## src/rtl/pkp_pkg.sv

```systemverilog
package pkp_pkg;

	localparam int unsigned PAL_DEPTH = 4;
	localparam int unsigned IDX_W = 2;
	localparam int unsigned COUNT_W = 3;
	localparam int unsigned RGB_W = 24;
	localparam logic [IDX_W-1:0] TRANSPARENT_INDEX = 2'd3;
	localparam logic [IDX_W-1:0] LAST_SLOT = 2'd3;
	localparam logic [COUNT_W-1:0] FULL_COUNT = 3'd4;

	typedef logic [IDX_W-1:0] idx_t;
	typedef logic [COUNT_W-1:0] count_t;
	typedef logic [RGB_W-1:0] rgb_t;

	typedef struct packed {
		logic [7:0] red;
		logic [7:0] green;
		logic [7:0] blue;
		logic [7:0] alpha;
		logic frame_start;
	} pixel_t;

	typedef struct packed {
		logic [7:0] packed_byte;
		logic uses_transparency;
		logic palette_overflow;
		count_t colors_used;
	} result_t;

	// Color lookup outcome for one pixel, passed from the palette to the packer.
	typedef struct packed {
		idx_t idx;
		logic transparent;
		logic overflow;
		count_t count;
	} map_t;

endpackage

```

## src/rtl/pkp_palette.sv

```systemverilog
module pkp_palette (
	input logic clk,
	input logic arst_n,
	input logic fire,
	input pkp_pkg::pixel_t pix,
	output pkp_pkg::map_t map
);

	pkp_pkg::rgb_t colors_q [pkp_pkg::PAL_DEPTH];
	pkp_pkg::count_t count_q;
	pkp_pkg::count_t eff_count;
	pkp_pkg::count_t next_count;
	pkp_pkg::rgb_t rgb;
	logic [pkp_pkg::PAL_DEPTH-1:0] hit;
	logic insert;
	pkp_pkg::idx_t hit_idx;

	assign rgb = {pix.red, pix.green, pix.blue};
	// A frame start empties the palette before this pixel is looked up.
	assign eff_count = pix.frame_start ? '0 : count_q;

	always_comb begin
		for (int i = 0; i < pkp_pkg::PAL_DEPTH; i++) begin
			hit[i] = (pkp_pkg::count_t'(i) < eff_count) && (colors_q[i] == rgb);
		end
	end

	always_comb begin
		hit_idx = '0;
		for (int i = pkp_pkg::PAL_DEPTH - 1; i >= 0; i--) begin
			if (hit[i]) begin
				hit_idx = pkp_pkg::idx_t'(i);
			end
		end
	end

	always_comb begin
		insert = 1'b0;
		next_count = eff_count;
		map.idx = hit_idx;
		map.transparent = 1'b0;
		map.overflow = 1'b0;
		priority if (pix.alpha == 8'd0) begin
			map.idx = pkp_pkg::TRANSPARENT_INDEX;
			map.transparent = 1'b1;
		end else if (|hit) begin
			map.idx = hit_idx;
		end else if (eff_count < pkp_pkg::FULL_COUNT) begin
			map.idx = eff_count[pkp_pkg::IDX_W-1:0];
			insert = 1'b1;
			next_count = eff_count + pkp_pkg::count_t'(1);
		end else begin
			map.idx = pkp_pkg::TRANSPARENT_INDEX;
			map.overflow = 1'b1;
		end
		map.count = next_count;
	end

	always_ff @(posedge clk) begin
		if (fire && insert) begin
			colors_q[eff_count[pkp_pkg::IDX_W-1:0]] <= rgb;
		end
	end

	always_ff @(posedge clk or negedge arst_n) begin
		if (!arst_n) begin
			count_q <= '0;
		end else if (fire) begin
			count_q <= next_count;
		end
	end

`ifndef NO_ASSERTIONS
	a_count_range: assert property (@(posedge clk) disable iff (!arst_n)
		count_q <= pkp_pkg::FULL_COUNT)
		else $error("palette count above depth");
	a_overflow_full: assert property (@(posedge clk) disable iff (!arst_n)
		fire && map.overflow |=> count_q == pkp_pkg::FULL_COUNT)
		else $error("overflow reported with room left in the palette");
`endif

endmodule

```

## src/rtl/pkp_packer.sv

```systemverilog
module pkp_packer (
	input logic clk,
	input logic arst_n,
	input logic fire,
	input logic frame_start,
	input pkp_pkg::map_t map,
	input logic result_ready,
	output logic emit,
	output logic result_valid,
	output pkp_pkg::result_t result
);

	pkp_pkg::idx_t slot_q;
	logic [5:0] acc_q;
	logic trans_q;
	logic ovf_q;
	pkp_pkg::idx_t eff_slot;
	logic [5:0] eff_acc;
	logic trans_n;
	logic ovf_n;
	logic out_valid_q;
	pkp_pkg::result_t out_q;

	// Frame start drops any partial byte and the sticky flags.
	assign eff_slot = frame_start ? '0 : slot_q;
	assign eff_acc = frame_start ? '0 : acc_q;
	assign trans_n = (!frame_start && trans_q) || map.transparent;
	assign ovf_n = (!frame_start && ovf_q) || map.overflow;
	assign emit = (eff_slot == pkp_pkg::LAST_SLOT);

	always_ff @(posedge clk or negedge arst_n) begin
		if (!arst_n) begin
			slot_q <= '0;
			acc_q <= '0;
			trans_q <= 1'b0;
			ovf_q <= 1'b0;
		end else if (fire) begin
			trans_q <= trans_n;
			ovf_q <= ovf_n;
			if (emit) begin
				slot_q <= '0;
				acc_q <= '0;
			end else begin
				slot_q <= eff_slot + pkp_pkg::idx_t'(1);
				acc_q <= {eff_acc[3:0], map.idx};
			end
		end
	end

	always_ff @(posedge clk or negedge arst_n) begin
		if (!arst_n) begin
			out_valid_q <= 1'b0;
		end else if (fire && emit) begin
			out_valid_q <= 1'b1;
		end else if (result_ready) begin
			out_valid_q <= 1'b0;
		end
	end

	always_ff @(posedge clk) begin
		if (fire && emit) begin
			out_q.packed_byte <= {eff_acc, map.idx};
			out_q.uses_transparency <= trans_n;
			out_q.palette_overflow <= ovf_n;
			out_q.colors_used <= map.count;
		end
	end

	assign result_valid = out_valid_q;
	assign result = out_q;

`ifndef NO_ASSERTIONS
	a_emit_resets_slot: assert property (@(posedge clk) disable iff (!arst_n)
		fire && emit |=> slot_q == '0 && acc_q == '0)
		else $error("slot not restarted after a byte was emitted");
`endif

endmodule

```

## src/rtl/palette_index_pixel_packer_core.sv

```systemverilog
// Indexed-color pixel packer: each pixel transaction carries one RGBA pixel,
// which is mapped to a 2-bit palette index and packed four to a byte, the
// first pixel in bits 7:6. A pixel with alpha zero takes index 3 and sets the
// sticky transparency flag; any other pixel is compared against up to four
// learned RGB colors and an unknown color is appended. A fifth distinct
// opaque color takes index 3 and sets the sticky overflow flag without
// changing the palette. Setting frame_start on a pixel clears the palette,
// both flags and any partial byte before that pixel is handled. The block
// accepts one pixel per clock cycle while the pixel port is ready; each
// pixel is held in the input register, and the byte completed by the fourth
// pixel of a group goes on to the result register: one result transaction
// per complete group of four pixels. The four palette compares, the insert
// and the packing step all sit between the input register and the result
// register. Only a held pixel that completes a byte waits for a stalled
// result; the pixel port stays ready as long as the held pixel can move on
// in the same cycle.
module palette_index_pixel_packer_core (
	input logic clk,
	input logic arst_n,
	input logic pixel_valid,
	output logic pixel_ready,
	input pkp_pkg::pixel_t pixel,
	output logic result_valid,
	input logic result_ready,
	output pkp_pkg::result_t result
);

	logic valid_s1;
	pkp_pkg::pixel_t pix_s1;
	logic advance;
	logic s1_emits;
	pkp_pkg::map_t map;

	// The held pixel is processed unless it completes a byte while the result
	// register is still full and not being emptied this cycle.
	assign advance = valid_s1 && (!s1_emits || !result_valid || result_ready);
	assign pixel_ready = !valid_s1 || advance;

	always_ff @(posedge clk or negedge arst_n) begin
		if (!arst_n) begin
			valid_s1 <= 1'b0;
		end else if (pixel_ready) begin
			valid_s1 <= pixel_valid;
		end
	end

	always_ff @(posedge clk) begin
		if (pixel_ready && pixel_valid) begin
			pix_s1 <= pixel;
		end
	end

	pkp_palette u_palette (
		.clk(clk),
		.arst_n(arst_n),
		.fire(advance),
		.pix(pix_s1),
		.map(map)
	);

	pkp_packer u_packer (
		.clk(clk),
		.arst_n(arst_n),
		.fire(advance),
		.frame_start(pix_s1.frame_start),
		.map(map),
		.result_ready(result_ready),
		.emit(s1_emits),
		.result_valid(result_valid),
		.result(result)
	);

`ifndef NO_ASSERTIONS
	a_hold_s1: assert property (@(posedge clk) disable iff (!arst_n)
		valid_s1 && !advance |=> valid_s1 && $stable(pix_s1))
		else $error("held pixel lost or changed while stalled");
	a_overflow_count: assert property (@(posedge clk) disable iff (!arst_n)
		result_valid && result.palette_overflow
			|-> result.colors_used == pkp_pkg::FULL_COUNT)
		else $error("overflow flagged with a palette that is not full");
	a_ready_when_empty: assert property (@(posedge clk) disable iff (!arst_n)
		!pixel_ready |-> valid_s1 && result_valid)
		else $error("pixel port stalled without a blocked result");
`endif

endmodule

```

## config.mk

```make
export PLATFORM = sky130hd
export DESIGN_NAME = palette_index_pixel_packer_core
export DESIGN_NICKNAME = d
export VERILOG_FILES = /design/src/rtl/pkp_pkg.sv /design/src/rtl/pkp_palette.sv /design/src/rtl/pkp_packer.sv /design/src/rtl/palette_index_pixel_packer_core.sv
export SDC_FILE = /design/constraint.sdc
export NUM_CORES = 1
export LEC_CHECK = 0
export BUFFER_PORTS_ARGS = -buffer_cell sky130_fd_sc_hd__buf_4
export CORE_MARGIN = 4
export CORE_UTILIZATION = 59
export DETAILED_ROUTE_END_ITERATION = 12
export PLACE_DENSITY = 0.79
export SLEW_MARGIN = 20
export SYNTH_ARGS = -nofsm -noshare
export SYNTH_HDL_FRONTEND = slang
export SYNTH_SLANG_ARGS = --single-unit
```

## constraint.sdc

```tcl
create_clock -name clk -period 3.55 [get_ports clk]
set_input_delay 0 -clock clk [delete_from_list [all_inputs] [get_ports clk]]
set_output_delay 0 -clock clk [all_outputs]
set_load 0.02 [all_outputs]
```

==> results.txt <==
gpl congestion - 0.8883
final hold vios - 0
Detailed Place HPWL - 7632 um
Seq cells post-synth - 157
largest net degree at the start of global routing - 34
Initial Util - 60.71%
metal1 wirelength - 5186 um
status - finished clean
CP max-delay cell - and2_2
DR WL met3 - 593 um
full die area - 12340 sq um
fin crit share - 81.67%
layout cells sized above 1 - 19.09%
DR vias - 3539
DRC violations left - 0
Fill cells - 606
Tmin final - 2.899 ns
Die Wd - 111.1 um
CP Depth - 7
hold depth - 2
RSZ-0062 raised after global routing - false
commonest non-fill, non-tap cell in the layout - edfxtp_1
CTS tree - yes
Multi-input gate area - 1600 sq um
Cell Area, Placed - 6845 sq um
Crit. End Element - flop
Clock Tree Root - clkbuf_8
total design power - 4322 uW
Post-synth top flop - edfxtp_1
Congestion Overflow GR - 0
clk_lat worst skew - 0.52 ns
hold slack - 0.1916 ns
maxcap violations - 0
TritonRoute pass-1 iters - 4
met2 WL post-DR - 6235 um
Area Growth Syn to Fin - 24.02%
critical path class - flop to flop
DR WL/cell - 19.45 um
Hold Crit Class - primary input to flop
TritonCTS Buffers - 17
Peak VDD IR - 0.0004466 V
cell area after layout - 7772 sq um
Synth area leaders - edfxtp_1 (68%), xor2_1 (12%), dfrtp_1 (6.0%)
Slew @ Worst Pin - 0.6803 ns
H-tree Lvls - 4
Cell Rows - 37
vias per cell - 5.538
Die Span Y - 111.1 um
register clock-pin slew on the reported worst setup and hold paths - 0.06 ns
cell family with most CP delay - simple AND/OR/NAND/NOR gates
vias in the first global route - 3751
top cell type by total area after synthesis - edfxtp_1
Yosys Warn Count - 0
initial DRC count - 261
CP peak stage delay - 0.59 ns
share of the synthesized area in the top cell type - 68.04%
total routed wirelength - 12430 um
sequential fraction of the synthesis area - 74.03%
Clock Path Buffers - 2
Port Buffers - 51
# IOs - 52
post-CTS sizing - 0
Syn Nets - 424
Sink Count - 157
antenna diode count - 0
Total GRT Usage - 21.76%
Leak - 0.002868 uW
final core occ - 75.29%
Worst Reg-to-Reg Cells - 7
worst path bufs/invs - 0
Final Max Slew Viols - 0
most frequent cells in the layout - edfxtp_1 (142), xor2_1 (84), buf_4 (56), dlygate4sd3_1 (38), nor4_1 (21)
total core area - 10320 sq um
initial antenna violation count - 0
top achievable clock speed - 344.9 MHz
worst path cell trace - xor2_1, nor4_1, nand4_1, o22ai_2, nor3b_4, and3_4, and2_2
antenna-violating nets left - 0
post-synthesis async set-or-reset flop share - 9.554%
Req. time, crit path - 3.70 ns
nets - 533
worst relative slew slack - 54.65%
Post-Syn Area per Cell - 16.45 sq um
Post-Syn Area - 6267 sq um
Worst Path Max Fanout - 24
max layer used - met4
Post CTS Setup Buffer Count - 0
Worst Path Arrival - 3.05 ns
register area - 4639 sq um
Setup Total Neg Slack - 0 ns
CP Launch Type - flop
Layout Skew - 0.008067 ns
Setup Viol. Count Final - 0
pwr dens - 556.0 nW/um^2
CTS Hold Bufs - 38
Gate Count Post-Synth - 381
Unique masters post-synth - 35
Post-synth EDFFs - 142
first-pass GRT wire length - 20220 um
==> through the flow <==
stage | worst slack, ns | instances
after floorplan | 1.045 | 381
after global placement | 0.3585 | 569
after detailed placement | 0.3390 | 569
after CTS | 0.3135 | 639
after global routing | 0.4796 | 639
final | 0.6506 | 639
==> state kept, by name, summed over array words and instances, names as in the netlist <==
signal and flops:
u_palette.colors_q 96, pix_s1 33, u_packer.trans_q 1, u_packer.result 13, u_packer.ovf_q 1, u_packer.result_valid 1, u_palette.count_q 3, u_packer.acc_q 6
u_packer.slot_q 2, valid_s1 1
==> power breakdown <==
part | internal, uW | switching (uW) | total, uW | leakage [uW]
clock network | 984 | 678 | 1660 | 0.000254
logic | 170 | 192 | 362 | 0.00110
registers | 2180 | 120 | 2300 | 0.00152
==> cell families (layout without fill, tap and decap cells) <==
family	Yosys count	in the layout	share of synthesized area, %
AO/OA/AOI/OAI	22	22	2.596
XOR/XNOR	96	96	13.42
adder cells (fa/ha/maj)	6	6	1.198
buffers and inverters	8	130	0.5189
flip-flops	157	157	74.03
AND/OR/NAND/NOR	92	92	8.245
==> final timing paths <==
check / start / end / slack, ns
hold / removal: pixel[29] / pix_s1[29]$_DFFE_PP_ / 0.19
max in group asynchronous: arst_n / u_packer.result_valid$_DFFE_PN0P_ / 2.54
hold reg to reg: u_packer.acc_q[5]$_DFFE_PN0P_ / u_packer.acc_q[5]$_DFFE_PN0P_ / 0.47
setup reg to reg: pix_s1[26]$_DFFE_PP_ / u_palette.colors_q[0][12]$_DFFE_PP_ / 0.65
setup / recovery: pix_s1[26]$_DFFE_PP_ / u_palette.colors_q[0][12]$_DFFE_PP_ / 0.65
min in group asynchronous: arst_n / u_packer.acc_q[4]$_DFFE_PN0P_ / 0.58
==> cell usage after synthesis (3+ instances only) <==
library cell and n:
edfxtp_1 142, xor2_1 84, nor4_1 21, nand2_1 19, dfrtp_1 15, xnor2_1 12, nor2_1 9, nor2b_1 9
nand3_1 8, and2_1 7, nand4_1 7, ha_1 6, o21ai_0 6, a21oi_1 4, a22o_1 3, clkbuf_1 3
inv_1 3, nand2b_1 3, nor3_1 3
==> layout make-up <==
type / instances / share of cell area (%)
Clock buffer: 18 / 5.377
Sequential cell: 157 / 59.69
Multi-Input combinational cell: 216 / 20.59
Timing Repair Buffer: 94 / 10.30
Tap cell: 136 / 2.189
Clock inverter: 14 / 1.642
Inverter: 4 / 0.2093
==> layer usage <==
| layer | global-route usage, % | vias to the layer above |
|---|---|---|
| li1 | - | 1627 |
| met1 | 27.87 | 1757 |
| met2 | 34.67 | 122 |
| met3 | 6.223 | 33 |
| met4 | 10.06 | 0 |
| met5 | 0 | - |
Power figures use the tool's default switching activity.
